## config.mk

```make
export PLATFORM = sky130hd
export DESIGN_NAME = bma_ram
export DESIGN_NICKNAME = d
export VERILOG_FILES = /design/src/rtl/bma_ram.sv
export SDC_FILE = /design/constraint.sdc
export NUM_CORES = 1
export LEC_CHECK = 0
export BUFFER_PORTS_ARGS = -buffer_cell sky130_fd_sc_hd__buf_2
export CAP_MARGIN = 20
export CORE_MARGIN = 3
export CORE_UTILIZATION = 50
export DETAILED_ROUTE_END_ITERATION = 16
export MAX_ROUTING_LAYER = met4
export PLACE_DENSITY = 0.67
export SLEW_MARGIN = 20
export SYNTH_ARGS = -nofsm -noshare
export SYNTH_HDL_FRONTEND = slang
export SYNTH_SLANG_ARGS = --single-unit
```

## constraint.sdc

```tcl
create_clock -name clk -period 1.8 [get_ports clk]
set_clock_uncertainty 0.1 [all_clocks]
set_input_delay 0.09 -clock clk [delete_from_list [all_inputs] [get_ports clk]]
set_output_delay 0.09 -clock clk [all_outputs]
set_load 0.01 [all_outputs]
```

## src/rtl/bma_ram.sv

```systemverilog
// Generic single-port-write, single-port-read RAM with registered read data.
// Used for the allocator's node store. No dependencies.
module bma_ram #(
	parameter int WIDTH = 8,
	parameter int DEPTH = 16,
	localparam int AW = (DEPTH > 1) ? $clog2(DEPTH) : 1
) (
	input  logic             clk,
	input  logic             we,
	input  logic [AW-1:0]    waddr,
	input  logic [WIDTH-1:0] wdata,
	input  logic             re,
	input  logic [AW-1:0]    raddr,
	output logic [WIDTH-1:0] rdata
);

	logic [WIDTH-1:0] mem_q [DEPTH];

	// write port
	always_ff @(posedge clk) begin
		if (we) begin
			mem_q[waddr] <= wdata;
		end
	end

	// registered read port
	always_ff @(posedge clk) begin
		if (re) begin
			rdata <= mem_q[raddr];
		end
	end

endmodule

```

Word level (Yosys, flattened, before mapping)
Memories as Yosys holds them, arrays and structs flattened. A register that Yosys moved wholly into a read port is not among the register bits. Cells that the tools add are included.

Bits in registers: 0. RAM bits: 128. Bits of input ports: 19. Memories: 1.

Memories: mem_q (depth 16, width 8, rd ports 1, clocked after memory_dff 1, write ports 1, line 17) `logic [WIDTH-1:0] mem_q [DEPTH];`.

Mux-type cells: 2.

Operators with widths (number): 1-bit two-way mux (2).

Longest topological paths before layout
Gate-level depths: netlist of run 1.

Depth after elaboration: 2. Mapped depth: 5.

Least setup slack after synthesis of run 1
Ideal clock, no wire load.

Path kind: in2reg. Start: input port waddr[2]. End: memory mem_q[0][0], enable pin. Setup time: 0.383 ns. Data arrival time: 1.200 ns. Data required time: 1.317 ns. Setup slack: 0.117 ns. Stages: 2. Path buffers: 0. Cells stage by stage: or3b_2 -> nor3_1.

RTL lines: start: declaration (line 10) `input logic [AW-1:0] waddr,`; end: declaration (line 17).

Straight into the memory's write port.

==> flow_summary.ini, run 1 <==
[yosys]
yosys_warnings = 0
synth_top_cell_by_area = sky130_fd_sc_hd__edfxtp_1
postSynthRegisterBits = 136
synth_area_per_cell_um2 = 22.8
synth_top_cell_area_share_pct = 78.1
seq_area_frac_synth_pct = 78.1
cell_types_with_the_largest_area_share_after_synthesis = sky130_fd_sc_hd__edfxtp_1, sky130_fd_sc_hd__mux4_2, sky130_fd_sc_hd__mux4_1
synthesis.area_um2 = 5230
post_synth_inst_count = 229
mappedNetlistNets = 248
netlist-cell-type-count = 18

[timing]
final.hold.worst_slack_ns = 0.0301
worstMarginPinSlew_ns = 0.468
final_period_utilization_pct = 89.3
slew-limit-headroom_pct = 68.7
rsz0062_at_grt = no
fin_crit_ns = 1.61
timing_hold_violations_final = 0
setup_total_negative_slack_ns = 0
maxSlewViolCount = 0
highest_clock_frequency_the_design_can_meet_mhz = 622
finalSetupViolCount = 0

[floorplanning]
die_width_um = 108
chipHeight_um = 108
placeableCoreArea_um2 = 9950
fp.dieArea_um2 = 11700
num_io_pins = 27
start_util_pct = 52.5
fp-row-count = 36

[run_status]
status = completed

[final_layout]
diodes = 0
most_frequent_standard_cell_in_the_layout_excluding_fill_and_tap_cells = sky130_fd_sc_hd__edfxtp_1
fin_nets = 317
post_route_cells_drive_above_1_share_pct = 29.7
fill_cells = 671
final_cell_mix = sky130_fd_sc_hd__edfxtp_1, sky130_fd_sc_hd__buf_2, sky130_fd_sc_hd__buf_4, sky130_fd_sc_hd__mux4_2
layout-area-overhead-vs-synth_pct = 20.8
instances_no_fill = 443

[min_path]
worst_min_delay_path_category = in -> reg

[global_routing]
grt_pass1_wl_um = 15700
all_layer_global_routing_usage_pct = 20.5
grt_max_degree = 33
grt_pass1_vias = 2550
overflow = 0
grt_antenna_before_repair = 0

[critical_path]
cpPeakStageDelay_ns = 0.50
cp_max_fo = 1
cp_cell_sequence = mux4_1, a22oi_1, nand2_1
critPathArrivalTime_ns = 1.76
setup.worst_path.class = reg -> reg
critical-path-top-delay-family = multiplexers
crit_path_end_kind = register
required_ns = 1.95
worst_path_max_delay_cell = sky130_fd_sc_hd__mux4_1
timing.critical_path.buf_inv = 0
cp-start-kind = register

[placed_design]
port_buffers = 26
numPlacedInstances = 400
finalWeightedCongestion = 0.722
detailed_place_hpwl_um = 6130

[route]
number_of_drc_violations_after_detailed_routing = 0
final_antenna_net_count = 0
post_drt_wl_per_cell_um = 23.5
vias_per_cell = 5.76
firstDrtPassIters = 4
drt_iter0_markers = 213
routed_wirelength_um = 10400
vias = 2551

[clock_network]
cts_inserted_buffers = 17
post-cts-setup-buffer-count = 0
clk_latency_ns = 0.51
postCtsResizedCells = 0
clock_sinks = 136
cts_hold_buf = 12
tritoncts = done
clkTransAtPathRegs_ns = 0.06
clockRootBuffer = sky130_fd_sc_hd__clkbuf_8
clock_tree.buffer_depth = 2
htree_levels = 4

[job]
drv_cap = 0

[pwr]
leakage_nw = 2.16
total_power_w = 0.00716
irDropWorstVdd_mv = 0.607
cellPowerDensity_nw_per_um2 = 1130
[worst reg2reg max path: cells and delay by family, from the launching register on]
family	cells	cell delay, ns
simple gates	1	0.08
flops	1	0.35
compound gates	1	0.33
mux	1	0.50
[synth_stat cells]
cell type,instances
sky130_fd_sc_hd__clkdlybuf4s25_2,3
sky130_fd_sc_hd__nand3b_1,2
sky130_fd_sc_hd__a22oi_1,16
sky130_fd_sc_hd__buf_2,3
sky130_fd_sc_hd__mux4_1,14
sky130_fd_sc_hd__nand2b_1,2
sky130_fd_sc_hd__or3b_2,1
sky130_fd_sc_hd__buf_4,1
sky130_fd_sc_hd__nor3_1,4
sky130_fd_sc_hd__mux4_2,18
sky130_fd_sc_hd__and2_1,1
sky130_fd_sc_hd__buf_6,3
sky130_fd_sc_hd__edfxtp_1,136
sky130_fd_sc_hd__nor2b_1,1
sky130_fd_sc_hd__and2b_1,1
sky130_fd_sc_hd__nand2_1,9
sky130_fd_sc_hd__nor2_1,13
sky130_fd_sc_hd__nand3_1,1
[kinds of logic (layout without fill, tap and decap cells)]
family / Yosys count / count (layout) / synth area share, %
buffers and inverters: 10 / 91 / 1.65
and+or+nand+nor: 35 / 35 / 3.14
DFF: 136 / 136 / 78.1
muxes: 32 / 32 / 14.8
AOI/OAI and AO/OA: 16 / 16 / 2.30
[registers in the layout (all words and copies together), names as in the netlist]
register	flops
mem_q	128
rdata	8
[layout make-up]
class                           instances  area, µm²  area share (%)
Clock buffer                           18        418            6.62
Multi-Input combinational cell         83       1060            16.7
Tap cell                              133        166            2.64
Sequential cell                       136       4080            64.7
Clock inverter                         13        136            2.16
Timing Repair Buffer                   60        453            7.17
[report_power, final]
part | total [W] | switching [W] | leakage [nW] | internal, W
clock network | 0.00322 | 0.00116 | 0.272 | 0.00206
registers | 0.00359 | 0.0000184 | 1.24 | 0.00357
logic | 0.000353 | 0.000192 | 0.656 | 0.000162
total | 0.00716 | 0.00137 | 2.16 | 0.00579
[worst paths after layout]
check / slack, ns / cells after the start / from / end
worst min-delay path: 0.03 / 3 / we / mem_q[9][5]
worst max register to register: 0.19 / 3 / mem_q[9][4] / rdata[4]
worst max-delay path: 0.19 / 3 / mem_q[9][4] / rdata[4]
worst min register to register: 0.65 / 3 / mem_q[7][3] / rdata[3]
[stage by stage]
step | setup WS, ns | utilization [%] | area [µm²]
2_1_floorplan | 0.117 | - | 5230
3_3_place_gp | 0.0774 | 56.7 | 5640
3_5_place_dp | 0.0544 | 56.7 | 5640
4_1_cts | 0.195 | 63.4 | 6310
5_1_grt | 0.165 | 63.4 | 6310
6_report | 0.193 | 63.4 | 6310
[per-layer routing]
metal	vias up	GRT usage [%]	share of wire (%)
met4	0	7.30	1.2
met3	13	5.61	7.1
li1	1118	-	-
met5	-	-	0
met1	1324	30.2	44
met2	96	27.8	48
Power figures use the tool's default switching activity.
==> run 2, diff against run 1 <==
clock period = 1.5 ns   (was 1.8 ns; I/O delays follow)
==> flow_summary.ini, run 2 (synthesis results as in run 1) <==
[route]
number_of_drc_violations_after_detailed_routing = 0
final_antenna_net_count = 0
routed_wirelength_um = 10300
vias = 2523
drt_iter0_markers = 229
post_drt_wl_per_cell_um = 23.4
vias_per_cell = 5.73
firstDrtPassIters = 5

[final_layout]
largest_register_ff_count = 128
layout-area-overhead-vs-synth_pct = 19.9
instances_no_fill = 440
multi_input_area_um2 = 1070
diodes = 0
final_cell_area_um2 = 6270
largestRegisters = mem_q x128, rdata x8
most_frequent_standard_cell_in_the_layout_excluding_fill_and_tap_cells = sky130_fd_sc_hd__edfxtp_1
post_route_cells_drive_above_1_share_pct = 38.4
layout.area.seq_um2 = 4080
final_cell_mix = sky130_fd_sc_hd__edfxtp_1, sky130_fd_sc_hd__mux4_2, sky130_fd_sc_hd__buf_2, sky130_fd_sc_hd__buf_4, sky130_fd_sc_hd__clkbuf_16
registers.top_by_ff_count = mem_q
fill_cells = 671
fin_nets = 317

[critical_path]
r2r_cells = 3
crit_path_end_kind = register
critical_path_cell_count = 3
setup.worst_path.class = reg -> reg
cp_max_fo = 1
cpPeakStageDelay_ns = 0.50
cp-start-kind = register
cp_cell_sequence = mux4_2, a22oi_2, nand2_1
required_ns = 1.65
critical-path-top-delay-family = multiplexers
critPathArrivalTime_ns = 1.64
timing.critical_path.buf_inv = 0
worst_path_max_delay_cell = sky130_fd_sc_hd__mux4_2

[clock_network]
htree_levels = 4
clk_latency_ns = 0.52
clock_tree.buffer_depth = 2
clockRootBuffer = sky130_fd_sc_hd__clkbuf_8
clock_sinks = 136
tritoncts = done
post-cts-setup-buffer-count = 0
clkTransAtPathRegs_ns = 0.05
cts_inserted_buffers = 17

[floorplanning]
fp-row-count = 36
num_io_pins = 27
fp.dieArea_um2 = 11700
die_width_um = 108
placeableCoreArea_um2 = 9950
chipHeight_um = 108
start_util_pct = 52.5

[timing]
maxSlewViolCount = 0
highest_clock_frequency_the_design_can_meet_mhz = 672
slew-limit-headroom_pct = 27.6
finalSetupViolCount = 0
worstMarginPinSlew_ns = 1.08
final_period_utilization_pct = 99.3
rsz0062_at_grt = yes
finalWorstSetupSlack_ns = 0.0109
fin_crit_ns = 1.49
timing_hold_violations_final = 0

[global_routing]
grt_use_met2_pct = 29.3
grt_most_used_layer = met2
grt_antenna_before_repair = 0
grt_use_met1_pct = 28.8
all_layer_global_routing_usage_pct = 20.4
overflow = 0
grt_pass1_vias = 2539
grt_pass1_wl_um = 15700
grt_max_degree = 24
met3_usage_pct = 5.19

[pwr]
cellPowerDensity_nw_per_um2 = 1310
irDropWorstVdd_mv = 0.786
total_power_w = 0.00822
leakage_nw = 2.09

[job]
drv_cap = 0

[placed_design]
place_worst_setup_slack_ns = -0.204
finalWeightedCongestion = 0.822
port_buffers = 26
place_area_um2 = 5680
numPlacedInstances = 403
detailed_place_hpwl_um = 6290

[run_status]
status = completed

[min_path]
hold-path-cell-count = 3
worst_min_delay_path_category = in -> reg
-- run 2: cell types whose count changed in the layout (fill, tap and decap cells not counted), moves of 2 or more --
| cell | change |
|---|---|
| sky130_fd_sc_hd__bufinv_16 | -2 |
| sky130_fd_sc_hd__clkinv_1 | -3 |
| sky130_fd_sc_hd__clkbuf_1 | +3 |
| sky130_fd_sc_hd__a22oi_1 | -12 |
| sky130_fd_sc_hd__mux4_1 | -13 |
| sky130_fd_sc_hd__dlygate4sd3_1 | -3 |
| sky130_fd_sc_hd__mux4_2 | +13 |
| sky130_fd_sc_hd__buf_4 | +2 |
| sky130_fd_sc_hd__a22oi_2 | +12 |
-- run 2: cell type report --
cell class | instances | area share (%)
Clock inverter | 7 | 0.918
Tap cell | 133 | 2.65
Timing Repair Buffer | 60 | 7.31
Clock buffer | 21 | 6.85
Multi-Input combinational cell | 83 | 17.1
Sequential cell | 136 | 65.1
-- run 2: report_power, final --
part / switching (W) / internal [W] / leakage (nW)
logic: 0.000245 / 0.000211 / 0.611
clock network: 0.00133 / 0.00213 / 0.242
registers: 0.0000242 / 0.00429 / 1.24
-- run 2: path summary, 6_finish.rpt --
kind	start	to	slack (ns)
worst max-delay path	mem_q[11][7]	rdata[7]	0.01
worst min-delay path	waddr[0]	mem_q[4][2]	0.04
worst max register to register	mem_q[11][7]	rdata[7]	0.01
worst min register to register	mem_q[15][2]	rdata[2]	0.64
-- run 2: worst reg2reg max path, delay by kind of cell, from the launching register on --
family | cells | cell delay, ns
AO/OA/AOI/OAI | 1 | 0.16
flip-flops | 1 | 0.35
AND/OR/NAND/NOR | 1 | 0.11
multiplexers | 1 | 0.50
-- run 2: timing repair --
item | in CTS | in global routing
pin swaps | 5 | 10
hold endpoints to repair | 136 | 0
resized for setup | 13 | 12
endpoints found under the setup margin | 6 | 8
hold buffers | 9 | 0
-- run 2: per-stage QoR --
step	util [%]	hold slack (ns)	setup TNS, ns
after floorplan	-	0.0739	0
final	63.0	0.0429	0
after detailed placement	57.1	0.359	-1.09
after CTS	63.0	0.0130	-0.00298
after global routing	63.0	0.0310	-0.0918
after global placement	57.1	0.348	-1.09
-- run 2: metal layers --
metal	share of wire (%)	up-vias	wire length [µm]
met3	7.4	14	759
met4	1.4	0	142
met1	43	1278	4420
met2	48	133	4990
li1	-	1098	-
met5	0	-	0
==> run 3, diff against run 2 <==
--- a/config.mk
+++ b/config.mk
@@ -8,5 +8,4 @@
 export BUFFER_PORTS_ARGS = -buffer_cell sky130_fd_sc_hd__buf_2
 export CAP_MARGIN = 20
-export CORE_MARGIN = 3
 export CORE_UTILIZATION = 50
 export DETAILED_ROUTE_END_ITERATION = 16
==> constraint.sdc (replaced) <==
create_clock -name clk -period 1.5 [get_ports clk]
set_clock_uncertainty 0.1 [all_clocks]
set_input_delay 0.45 -clock clk [delete_from_list [all_inputs] [get_ports clk]]
set_output_delay 0.45 -clock clk [all_outputs]
set_load 0.01 [all_outputs]
==> flow_summary.ini, run 3 (synthesis results as in run 1) <==
[critical_path]
crit_path_end_kind = output port
critical_path.reg2reg.endpoint = rdata[2]
ff_to_ff_start = mem_q[2][2]
cp-startpoint = rdata[1]
cpPeakStageDelay_ns = 0.41
worst_path_max_delay_cell = sky130_fd_sc_hd__edfxtp_1
cp-start-kind = register
critPathArrivalTime_ns = 1.08
required_ns = 0.95
cp_max_fo = 1
cp_cell_sequence = buf_2
r2r_cells = 3
critical_path_cell_count = 1
cp-endpoint = rdata[1]
setup.worst_path.class = reg -> out
timing.critical_path.buf_inv = 1
critical-path-top-delay-family = flip-flops
r2r_slack_ns = -0.03

[final_layout]
largestRegisters = mem_q x128, rdata x8
final_cell_area_um2 = 6680
multi_input_area_um2 = 1130
diodes = 0
post_route_cells_drive_above_1_share_pct = 48.9
fill_cells = 642
layout-area-overhead-vs-synth_pct = 27.8
fin_nets = 331
registers.top_by_ff_count = mem_q
final_core_density_pct = 67.1
final_cell_mix = sky130_fd_sc_hd__edfxtp_1, sky130_fd_sc_hd__buf_4, sky130_fd_sc_hd__mux4_2, sky130_fd_sc_hd__buf_2, sky130_fd_sc_hd__clkbuf_16
layout.area.seq_um2 = 4080
largest_register_ff_count = 128
most_frequent_standard_cell_in_the_layout_excluding_fill_and_tap_cells = sky130_fd_sc_hd__edfxtp_1

[timing]
rsz0062_at_grt = yes
timing_hold_violations_final = 0
finalWorstSetupSlack_ns = -0.135
worstMarginPinSlew_ns = 0.983
finalSetupViolCount = 13
highest_clock_frequency_the_design_can_meet_mhz = 612
slew-limit-headroom_pct = 34.3
final.hold.worst_slack_ns = 0.217
final_period_utilization_pct = 109
fin_crit_ns = 1.63
maxSlewViolCount = 0

[route]
firstDrtPassIters = 4
drt_iter0_markers = 182
routed_wirelength_um = 10600
number_of_drc_violations_after_detailed_routing = 0
vias_per_cell = 5.70
post_drt_wl_per_cell_um = 23.2
final_antenna_net_count = 0
vias = 2611

[floorplanning]
fp-row-count = 36
num_io_pins = 27
placeableCoreArea_um2 = 9950
fp.dieArea_um2 = 10900
start_util_pct = 52.5
die_width_um = 104
chipHeight_um = 104

[clock_network]
htree_levels = 4
tritoncts = done
clockRootBuffer = sky130_fd_sc_hd__clkbuf_8
cts_inserted_buffers = 17
clock_tree.buffer_depth = 2
clkTransAtPathRegs_ns = 0.06
clock_sinks = 136
clk_latency_ns = 0.51

[global_routing]
all_layer_global_routing_usage_pct = 22.0
grt_antenna_before_repair = 0
grt_pass1_vias = 2756
grt_pass1_wl_um = 15900
grt_max_degree = 17
overflow = 0

[placed_design]
port_buffers = 26
place_area_um2 = 5920
detailed_place_hpwl_um = 6840
finalWeightedCongestion = 0.752

[pwr]
irDropWorstVdd_mv = 0.702
leakage_nw = 2.26
cellPowerDensity_nw_per_um2 = 1370
total_power_w = 0.00917

[min_path]
worst_min_delay_path_category = in -> reg
hold-path-cell-count = 1

[run_status]
failed_checks = negative setup slack
status = finished, violations left

[job]
drv_cap = 0
-- run 3: how the worst min path moves through the flow --
stage | startpoint | end | slack, ns
after floorplan | wdata[0] | mem_q[0][0] | 0.45
after global routing | re | rdata[1] | 0.19
after CTS | re | rdata[2] | 0.19
after global placement | mem_q[14][3] | rdata[3] | 0.62
final | re | rdata[2] | 0.22
after detailed placement | mem_q[15][4] | rdata[4] | 0.64
-- run 3: power by group --
group | internal, W | leakage [nW] | switching, W
Sequential | 0.00428 | 1.24 | 0.0000243
Combinational | 0.000253 | 0.730 | 0.000274
Clock | 0.00285 | 0.291 | 0.00148
Total | 0.00739 | 2.26 | 0.00178
-- run 3: cell type report --
type / instances / area share [%]
multi-input cells: 83 / 17.0
clock inverters: 13 / 3.03
clock buffers: 19 / 6.31
flip-flops and latches: 136 / 61.1
repair buffers: 74 / 10.1
well taps: 133 / 2.49
-- run 3: per-stage QoR --
stage	instances	setup slack [ns]	TNS, ns
6_report	458	-0.135	-0.778
5_1_grt	458	-0.190	-1.37
4_1_cts	454	-0.164	-1.08
3_5_place_dp	418	-0.689	-28.77
3_3_place_gp	418	-0.672	-26.82
2_1_floorplan	229	-0.250	-4.24
-- run 3: routing by layer --
metal / part of all wire (%) / GRT usage (%)
met5: 0 / -
met3: 6.4 / 6.08
met2: 51 / 33.4
met4: 1.1 / 8.88
met1: 42 / 28.3
-- run 3: timing repair --
action                     CTS  global route
setup buffers                4             3
hold buffers                 0             0
setup endpoints to repair   16            16
resized for setup            7             6
pin swaps                    2             5
gates cloned                 0             1
